`src/mvr_pkg.sv`:
```
// Types, constants and angle helper functions of the motion vector rotator.
package mvr_pkg;

  localparam int unsigned MotionBits = 16;
  localparam int unsigned AngleArgW  = 11;
  localparam int unsigned AngleW     = 9;
  localparam int unsigned AngleSumW  = 12;
  localparam int unsigned TrigW      = 11;
  localparam int unsigned MotionOutW = 17;
  localparam int unsigned CfgIndexW  = 2;
  localparam int unsigned CfgDataW   = 9;

  // Product and sum widths of the rotation terms.
  localparam int unsigned ProdW = MotionBits + TrigW;
  localparam int unsigned SumW  = ProdW + 1;
  // Magnitude of a sum stays below 2^(MotionBits-1) * 2048.
  localparam int unsigned MagW  = MotionBits + 10;
  // Reciprocal of 1000, scaled so that the quotient is exact over MagW bits.
  localparam int unsigned RecShift = MagW + 10;
  localparam int unsigned RecW     = RecShift - 9;
  localparam int unsigned QuotW    = MagW + RecW - RecShift;
  localparam longint unsigned RecipK = ((64'd1 << RecShift) + 64'd999) / 64'd1000;

  localparam logic [AngleW-1:0] FullTurn    = 9'd360;
  localparam logic [AngleW-1:0] StepMaxInit = 9'd359;

  typedef enum logic [1:0] {
    FuncMoveX     = 2'd0,
    FuncMoveY     = 2'd1,
    FuncSetAngle  = 2'd2,
    FuncStepAngle = 2'd3
  } func_e;

  typedef enum logic [CfgIndexW-1:0] {
    CfgStepMin    = 2'd0,
    CfgStepMax    = 2'd1,
    CfgWrapEnable = 2'd2
  } cfg_idx_e;

  typedef struct packed {
    logic signed [TrigW-1:0] sin_v;
    logic signed [TrigW-1:0] cos_v;
  } trig_t;

  // Sine of 0..90 degrees in 5-degree steps, scaled by 1000.
  localparam logic signed [TrigW-1:0] SinTab [19] = '{
    11'sd0,   11'sd87,  11'sd174, 11'sd259, 11'sd342, 11'sd423, 11'sd500,
    11'sd574, 11'sd643, 11'sd707, 11'sd766, 11'sd819, 11'sd866, 11'sd906,
    11'sd940, 11'sd966, 11'sd985, 11'sd996, 11'sd1000
  };

  // Reduces an angle in -1080..1439 to 0..359; the candidates are independent.
  function automatic logic [AngleW-1:0] fold360(input logic signed [AngleSumW-1:0] a);
    logic signed [AngleSumW+1:0] cand;
    logic [AngleW-1:0]           r;
    r = '0;
    for (int k = -3; k <= 3; k++) begin
      cand = (AngleSumW+2)'(a) - (AngleSumW+2)'(k * 360);
      if (cand >= 0 && cand < 360) begin
        r = cand[AngleW-1:0];
      end
    end
    return r;
  endfunction

  // Sine and cosine of an angle in 0..359, truncated to a multiple of 5 degrees.
  function automatic trig_t trig_of(input logic [AngleW-1:0] a);
    logic [1:0]              quad;
    logic [6:0]              rem;
    logic [14:0]             scaled;
    logic [4:0]              idx;
    logic signed [TrigW-1:0] sb;
    logic signed [TrigW-1:0] cb;
    trig_t                   t;
    if (a >= 9'd270) begin
      quad = 2'd3;
      rem  = 7'(a - 9'd270);
    end else if (a >= 9'd180) begin
      quad = 2'd2;
      rem  = 7'(a - 9'd180);
    end else if (a >= 9'd90) begin
      quad = 2'd1;
      rem  = 7'(a - 9'd90);
    end else begin
      quad = 2'd0;
      rem  = a[6:0];
    end
    // rem / 5 for rem below 90, by multiplying with 205 / 1024.
    scaled = 15'(rem) * 15'd205;
    idx    = scaled[14:10];
    sb     = SinTab[idx];
    cb     = SinTab[5'd18 - idx];
    case (quad)
      2'd0: begin
        t.sin_v = sb;
        t.cos_v = cb;
      end
      2'd1: begin
        t.sin_v = cb;
        t.cos_v = -sb;
      end
      2'd2: begin
        t.sin_v = -sb;
        t.cos_v = -cb;
      end
      default: begin
        t.sin_v = -cb;
        t.cos_v = sb;
      end
    endcase
    return t;
  endfunction

endpackage

```
`src/motion_vector_rotator_core.sv`:
```
// Motion vector rotator: rotates relative X/Y pointer motion by a stored angle.
//
// Input requests carry func_i, motion_i and angle_arg_i and are taken when
// in_valid_i is high and in_stall_o is low. X and Y requests are rotated with
// the last stored value of the other component; set and step requests change
// the angle and return a zero motion value. Every request gives exactly one
// result on out_valid_o / motion_out_o / angle_now_o, taken when out_stall_i
// is low.
// One request per cycle is sustained while out_stall_i is low: the angle and
// state update and the two rotation products sit between the input register
// and the middle register, and the divide by 1000 (a reciprocal multiply)
// between the middle register and the result register.
// When out_stall_i is held the result stays on the outputs and the pipeline
// fills; in_stall_o rises once all three stages hold a request.
// The limit registers must be written by the user through cfg_valid_i /
// cfg_index_i / cfg_data_i only while no request is in flight; the block
// does not enforce this. cfg_ready_o is always high.
// Reset empties the pipeline, sets the angle to 0, the stored components to
// 0, the step limits to 0 and 359 and selects clamping.
module motion_vector_rotator_core (
  input  logic                                  clk_i,
  input  logic                                  rst_ni,
  input  logic                                  in_valid_i,
  output logic                                  in_stall_o,
  input  logic [1:0]                            func_i,
  input  logic signed [mvr_pkg::MotionBits-1:0] motion_i,
  input  logic signed [mvr_pkg::AngleArgW-1:0]  angle_arg_i,
  output logic                                  out_valid_o,
  input  logic                                  out_stall_i,
  output logic signed [mvr_pkg::MotionOutW-1:0] motion_out_o,
  output logic [mvr_pkg::AngleW-1:0]            angle_now_o,
  input  logic                                  cfg_valid_i,
  output logic                                  cfg_ready_o,
  input  logic [mvr_pkg::CfgIndexW-1:0]         cfg_index_i,
  input  logic [mvr_pkg::CfgDataW-1:0]          cfg_data_i
);
  import mvr_pkg::*;

  localparam logic [RecW-1:0] RecipKW = RecW'(RecipK);

  // Configuration
  logic [AngleW-1:0] step_min_q;
  logic [AngleW-1:0] step_max_q;
  logic              wrap_q;

  // Architectural state
  logic signed [MotionBits-1:0] last_x_q;
  logic signed [MotionBits-1:0] last_y_q;
  logic [AngleW-1:0]            angle_q;
  logic signed [TrigW-1:0]      sin_q;
  logic signed [TrigW-1:0]      cos_q;

  // Stage 1: accepted request
  logic                         s1_valid_q;
  func_e                        s1_func_q;
  logic signed [MotionBits-1:0] s1_motion_q;
  logic signed [AngleArgW-1:0]  s1_arg_q;

  // Stage 2: rotation sum
  logic                   s2_valid_q;
  logic signed [SumW-1:0] s2_sum_q;
  logic signed [SumW-1:0] s2_sum_d;
  logic [AngleW-1:0]      s2_angle_q;
  logic [AngleW-1:0]      s2_angle_d;

  // Stage 3: result
  logic                         out_valid_q;
  logic signed [MotionOutW-1:0] motion_out_q;
  logic signed [MotionOutW-1:0] motion_out_d;
  logic [AngleW-1:0]            angle_now_q;

  logic s3_free, s2_free, s1_free;
  logic s1_adv, s2_adv, in_fire;

  assign s3_free = ~out_valid_q | ~out_stall_i;
  assign s2_free = ~s2_valid_q | s3_free;
  assign s1_free = ~s1_valid_q | s2_free;
  assign s2_adv  = s2_valid_q & s3_free;
  assign s1_adv  = s1_valid_q & s2_free;
  assign in_fire = in_valid_i & s1_free;

  assign in_stall_o   = ~s1_free;
  assign out_valid_o  = out_valid_q;
  assign motion_out_o = motion_out_q;
  assign angle_now_o  = angle_now_q;
  assign cfg_ready_o  = 1'b1;

  always_ff @(posedge clk_i or negedge rst_ni) begin
    if (!rst_ni) begin
      step_min_q <= '0;
      step_max_q <= StepMaxInit;
      wrap_q     <= 1'b0;
    end else if (cfg_valid_i) begin
      unique case (cfg_index_i)
        CfgStepMin:    step_min_q <= cfg_data_i;
        CfgStepMax:    step_max_q <= cfg_data_i;
        CfgWrapEnable: wrap_q     <= cfg_data_i[0];
        default:       ;
      endcase
    end
  end

  // ---------------------------------------------------------------- stage 1
  logic [AngleW-1:0]            lim_lo;
  logic [AngleW-1:0]            lim_hi;
  logic signed [AngleSumW-1:0]  step_sum;
  logic signed [AngleSumW-1:0]  angle_raw;
  logic [AngleW-1:0]            angle_new;
  trig_t                        trig_new;
  logic signed [MotionBits-1:0] other_comp;
  logic signed [ProdW-1:0]      prod_mv;
  logic signed [ProdW-1:0]      prod_other;

  always_comb begin
    lim_lo   = (step_min_q >= FullTurn) ? step_min_q - FullTurn : step_min_q;
    lim_hi   = (step_max_q >= FullTurn) ? step_max_q - FullTurn : step_max_q;
    step_sum = $signed({3'b000, angle_q}) + AngleSumW'(s1_arg_q);

    if (s1_func_q == FuncSetAngle) begin
      angle_raw = AngleSumW'(s1_arg_q);
    end else begin
      angle_raw = step_sum;
      if (s1_arg_q > 0 && step_sum > $signed({3'b000, lim_hi})) begin
        angle_raw = $signed({3'b000, wrap_q ? lim_lo : lim_hi});
      end else if (s1_arg_q < 0 && step_sum < $signed({3'b000, lim_lo})) begin
        angle_raw = $signed({3'b000, wrap_q ? lim_hi : lim_lo});
      end
    end
    angle_new = fold360(angle_raw);
    trig_new  = trig_of(angle_new);

    other_comp = (s1_func_q == FuncMoveX) ? last_y_q : last_x_q;
    prod_mv    = ProdW'(s1_motion_q) * ProdW'(cos_q);
    prod_other = ProdW'(other_comp) * ProdW'(sin_q);

    case (s1_func_q)
      FuncMoveX: begin
        s2_sum_d   = SumW'(prod_mv) - SumW'(prod_other);
        s2_angle_d = angle_q;
      end
      FuncMoveY: begin
        s2_sum_d   = SumW'(prod_other) + SumW'(prod_mv);
        s2_angle_d = angle_q;
      end
      default: begin
        s2_sum_d   = '0;
        s2_angle_d = angle_new;
      end
    endcase
  end

  always_ff @(posedge clk_i or negedge rst_ni) begin
    if (!rst_ni) begin
      last_x_q <= '0;
      last_y_q <= '0;
      angle_q  <= '0;
      sin_q    <= '0;
      cos_q    <= TrigW'(1000);
    end else if (s1_adv) begin
      case (s1_func_q)
        FuncMoveX: last_x_q <= s1_motion_q;
        FuncMoveY: last_y_q <= s1_motion_q;
        default: begin
          angle_q <= angle_new;
          sin_q   <= trig_new.sin_v;
          cos_q   <= trig_new.cos_v;
        end
      endcase
    end
  end

  // ---------------------------------------------------------------- stage 3 input
  logic                         sum_neg;
  logic [MagW-1:0]              sum_mag;
  logic [MagW+RecW-1:0]         quot_prod;
  logic [QuotW-1:0]             quot_mag;
  logic signed [QuotW:0]        quot_signed;

  always_comb begin
    sum_neg     = s2_sum_q[SumW-1];
    sum_mag     = sum_neg ? MagW'(-s2_sum_q) : MagW'(s2_sum_q);
    // Quotient by 1000, truncated toward zero by working on the magnitude.
    quot_prod   = (MagW+RecW)'(sum_mag) * (MagW+RecW)'(RecipKW);
    quot_mag    = quot_prod[RecShift +: QuotW];
    quot_signed = sum_neg ? -$signed({1'b0, quot_mag}) : $signed({1'b0, quot_mag});
    motion_out_d = MotionOutW'(quot_signed);
  end

  // ---------------------------------------------------------------- pipeline control
  always_ff @(posedge clk_i or negedge rst_ni) begin
    if (!rst_ni) begin
      s1_valid_q  <= 1'b0;
      s2_valid_q  <= 1'b0;
      out_valid_q <= 1'b0;
    end else begin
      if (s1_free) begin
        s1_valid_q <= in_valid_i;
      end
      if (s2_free) begin
        s2_valid_q <= s1_valid_q;
      end
      if (s3_free) begin
        out_valid_q <= s2_valid_q;
      end
    end
  end

  always_ff @(posedge clk_i) begin
    if (in_fire) begin
      s1_func_q   <= func_e'(func_i);
      s1_motion_q <= motion_i;
      s1_arg_q    <= angle_arg_i;
    end
    if (s1_adv) begin
      s2_sum_q   <= s2_sum_d;
      s2_angle_q <= s2_angle_d;
    end
    if (s2_adv) begin
      motion_out_q <= motion_out_d;
      angle_now_q  <= s2_angle_q;
    end
  end

endmodule

```
`config.mk`:
```
export PLATFORM = sky130hd
export DESIGN_NAME = motion_vector_rotator_core
export DESIGN_NICKNAME = d
export VERILOG_FILES = /design/src/mvr_pkg.sv /design/src/motion_vector_rotator_core.sv
export SDC_FILE = /design/constraint.sdc
export NUM_CORES = 2
export LEC_CHECK = 0
export BUFFER_PORTS_ARGS = -buffer_cell sky130_fd_sc_hd__clkbuf_2
export CORE_MARGIN = 2
export CORE_UTILIZATION = 45
export CTS_BUF_LIST = sky130_fd_sc_hd__clkbuf_4 sky130_fd_sc_hd__clkbuf_8
export DETAILED_ROUTE_END_ITERATION = 12
export GPL_TIMING_DRIVEN = 1
export MAX_ROUTING_LAYER = met4
export SYNTH_ARGS = -nofsm -noshare
export SYNTH_HDL_FRONTEND = slang
export SYNTH_SLANG_ARGS = --single-unit
```
`constraint.sdc`:
```
create_clock -name clk_i -period 24.4 [get_ports clk_i]
set_input_delay 2.44 -clock clk_i [delete_from_list [all_inputs] [get_ports clk_i]]
set_output_delay 2.44 -clock clk_i [all_outputs]
set_load 0.05 [all_outputs]
```
==> flow_summary.yaml <==
route:
  dr.first_iter.drc_count: 1635
  drc_errors: 0
  wl_mm: 95.1
  dr_pass1_iterations: 8
  detailroute.via_count: 27404
  vias_per_cell: 5.44
  drt-wirelength-per-cell_microns: 18.9
  postRouteAntennaNets: 0
global_route:
  grt_pass1_wl_mm: 156
  grt_usage_pct: 23.9
  grt_max_degree: 55
  globalRouteMet3Util_pct: 2.57
  grtUsageMet2_pct: 39.4
  global_route.usage.met1_pct: 31.2
  number_of_global_route_vias_before_repair: 28626
  overflow: 0
  gr-max-usage-layer: "met2"
  antenna_found_initial: 4
sta:
  setup_tns_ns: 0
  clock.fmax_mhz: 59.9
  finalCriticalPeriod_ns: 16.70
  setup_violations: 0
  slew_violations: 0
  worst_path_setup_slack_after_routing_ns: 7.70
  worst_margin_pin_slew_ns: 1.18
  hold_viol: 0
  fin_crit_sh_pct: 68.4
  setup_repair_after_global_routing_missed_its_margin: "false"
  timing.clock.skew_ns: 0.0444
  relSlewSlack_pct: 21.0
yosys:
  synth.yosys.seq_area_share_pct: 13.0
  synth_simple_gate_area_share_pct: 12.8
  synth.area.mux_share_pct: 2.42
  syn-instance-count: 3958
  synth_fp_nets: 5046
  post_synthesis_adder_cell_area_fraction_pct: 45.9
  synth_flop_cell: "edfxtp_1"
  synthDistinctLibCells: 125
  synthArstFlopShare_pct: 48.3
  synth_edf_count: 91
  synth.ff_latch_count: 176
  count_of_yosys_warnings_during_synthesis: 0
  synth_area_sq_um: 37400
  synth_xor_xnor_area_share_pct: 4.78
  synth_compound_gate_area_share_pct: 11.9
  synth_top_family_by_area: "adder cells"
  syn-mean-instance-area_sq_um: 9.46
finish:
  n_fill_cell: 7951
  final_core_utilization_pct: 47.8
  finish.instance_area_sq_um: 39300
  final_layout_size_suffix_gt1_share_pct: 8.48
  num-nets-final: 5037
  most-common-layout-cells: "760 x inv_1, 549 x fa_1, 494 x ha_1"
  layout.cells.most_common: "inv_1"
  area_growth_syn_to_layout_pct: 5.09
setup_path:
  start_kind: "flop"
  worst-path-buf-inv: 6
  critical-path-top-delay-family: "compound AO/OA/AOI/OAI gates"
  worst_path_most_repeated_cell: "ha_1"
  cpMaxStageDelayCell: "a32oi_1"
  critical_path.endpoint_type: "flop"
  critical-path-max-stage-delay_ns: 0.87
  path_max_fanout: 16
  timing.critical_path.arrival_ns: 17.21
  worstSetupPathType: "flop to flop"
  crit_required_ns: 24.91
floorplan:
  top_level_ports: 74
  floorplan.initialDensity_pct: 45.5
  rows: 105
  die-width_microns: 292
  die_area_sq_um: 85500
  design.core.area_sq_um: 82200
  fp.dieH_microns: 292
cts:
  post_cts_clock_slew_at_the_launch_and_capture_registers_of_the_worst_setup_and_hold_paths_ns: 0.13
  cts_made_buffers: 17
  cts_hold_buffers: 0
  cts-resized-gates: 0
  worst_skew_pair.late_latency_ns: 0.61
  cts-root-to-sink-buffers: 2
  clock_sinks: 176
  cts_tree: "yes"
  cts_htree_levels: 4
  buffer_count_from_post_cts_setup_fixing: 0
  root_buffer: "clkbuf_8"
hold_path:
  hp-class: "flop to flop"
placement:
  post_dp_cell_area_sq_um: 38900
  port-buffer-count: 72
  dpl_worst_slack_ns: 8.02
  gp_routability_congestion: 0.904
  dp.final_hpwl_mm: 78.0
flow_run:
  cap_violations: 0
status:
  run_status: "finished clean"
-- cell usage after synthesis, drive strengths merged, types with 21 or more instances --
master | instances | area [sq um]
fa | 549 | 11000
o21bai | 41 | 315
nor2b | 35 | 219
dfrtp | 73 | 1830
and2 | 164 | 1030
nor2 | 142 | 536
clkbuf | 114 | 429
o21ai | 117 | 593
o211ai | 21 | 168
o22ai | 26 | 188
ha | 494 | 6180
inv | 764 | 2870
buf | 23 | 146
a21o | 37 | 278
nand2 | 335 | 1260
a21oi | 132 | 668
nand3 | 37 | 195
edfxtp | 91 | 2730
xnor2 | 154 | 1360
or3 | 26 | 168
xor2 | 46 | 403
nor3 | 53 | 275
nand2b | 39 | 244
a211oi | 32 | 290
mux2 | 72 | 815
or2 | 30 | 188
-- registers in the layout (all words and copies together), names as in the netlist, 2 cells and up --
register      cells
s1_func_q         2
s2_angle_q        9
sin_q            11
last_x_q         16
angle_q           9
s2_sum_q         27
s1_arg_q         11
angle_now_o       9
last_y_q         16
step_max_q        9
step_min_q        9
motion_out_o     17
s1_motion_q      16
cos_q            11
-- final timing paths --
| path | start | endpoint | slack, ns | cells after the start |
|---|---|---|---|---|
| max | angle_q[0] | cos_q[6] | 7.70 | 61 |
| min | s2_angle_q[1] | angle_now_o[1] | 0.43 | 0 |
| max reg2reg | angle_q[0] | cos_q[6] | 7.70 | 61 |
| min reg2reg | s2_angle_q[1] | angle_now_o[1] | 0.43 | 0 |
| max in group asynchronous | rst_ni | last_x_q[7] | 21.46 | 2 |
| min in group asynchronous | rst_ni | step_max_q[3] | 1.79 | 1 |
-- final cells by class --
type	count	area [sq um]	area share [%]
inverters	765	2870	7.30
multi-input cells	2880	29100	74.1
clock buffers	17	234	0.595
repair buffers	109	641	1.63
well taps	1070	1340	3.40
flip-flops and latches	176	4870	12.4
clock inverters	15	211	0.538
diodes	4	10.0	0.0255
-- cells by family (layout without fill, tap and decap cells) --
family                   after synthesis  in the layout
flip-flops                           176            176
other                                  1              5
multiplexers                          81             81
buffers and inverters                902            906
AO/OA/AOI/OAI                        607            607
AND/OR/NAND/NOR                      947            947
adder cells (fa/ha/maj)             1043           1043
XOR/XNOR                             201            201
-- metal layers --
| layer | wire length, microns | up-vias |
|---|---|---|
| li1 | - | 12930 |
| met1 | 43100 | 13765 |
| met2 | 45800 | 603 |
| met3 | 3700 | 106 |
| met4 | 2450 | 0 |
| met5 | 0 | - |
-- metrics by stage --
stage                     std cells  hold slack, ns
after detailed placement       5000           0.407
after floorplan                3958           0.400
after global placement         5000           0.405
final                          5036           0.435
after CTS                      5032           0.435
after global routing           5036           0.436
Power is not shown: default switching activity piles up to over one toggle a cycle in this logic, so the estimate is an artifact.
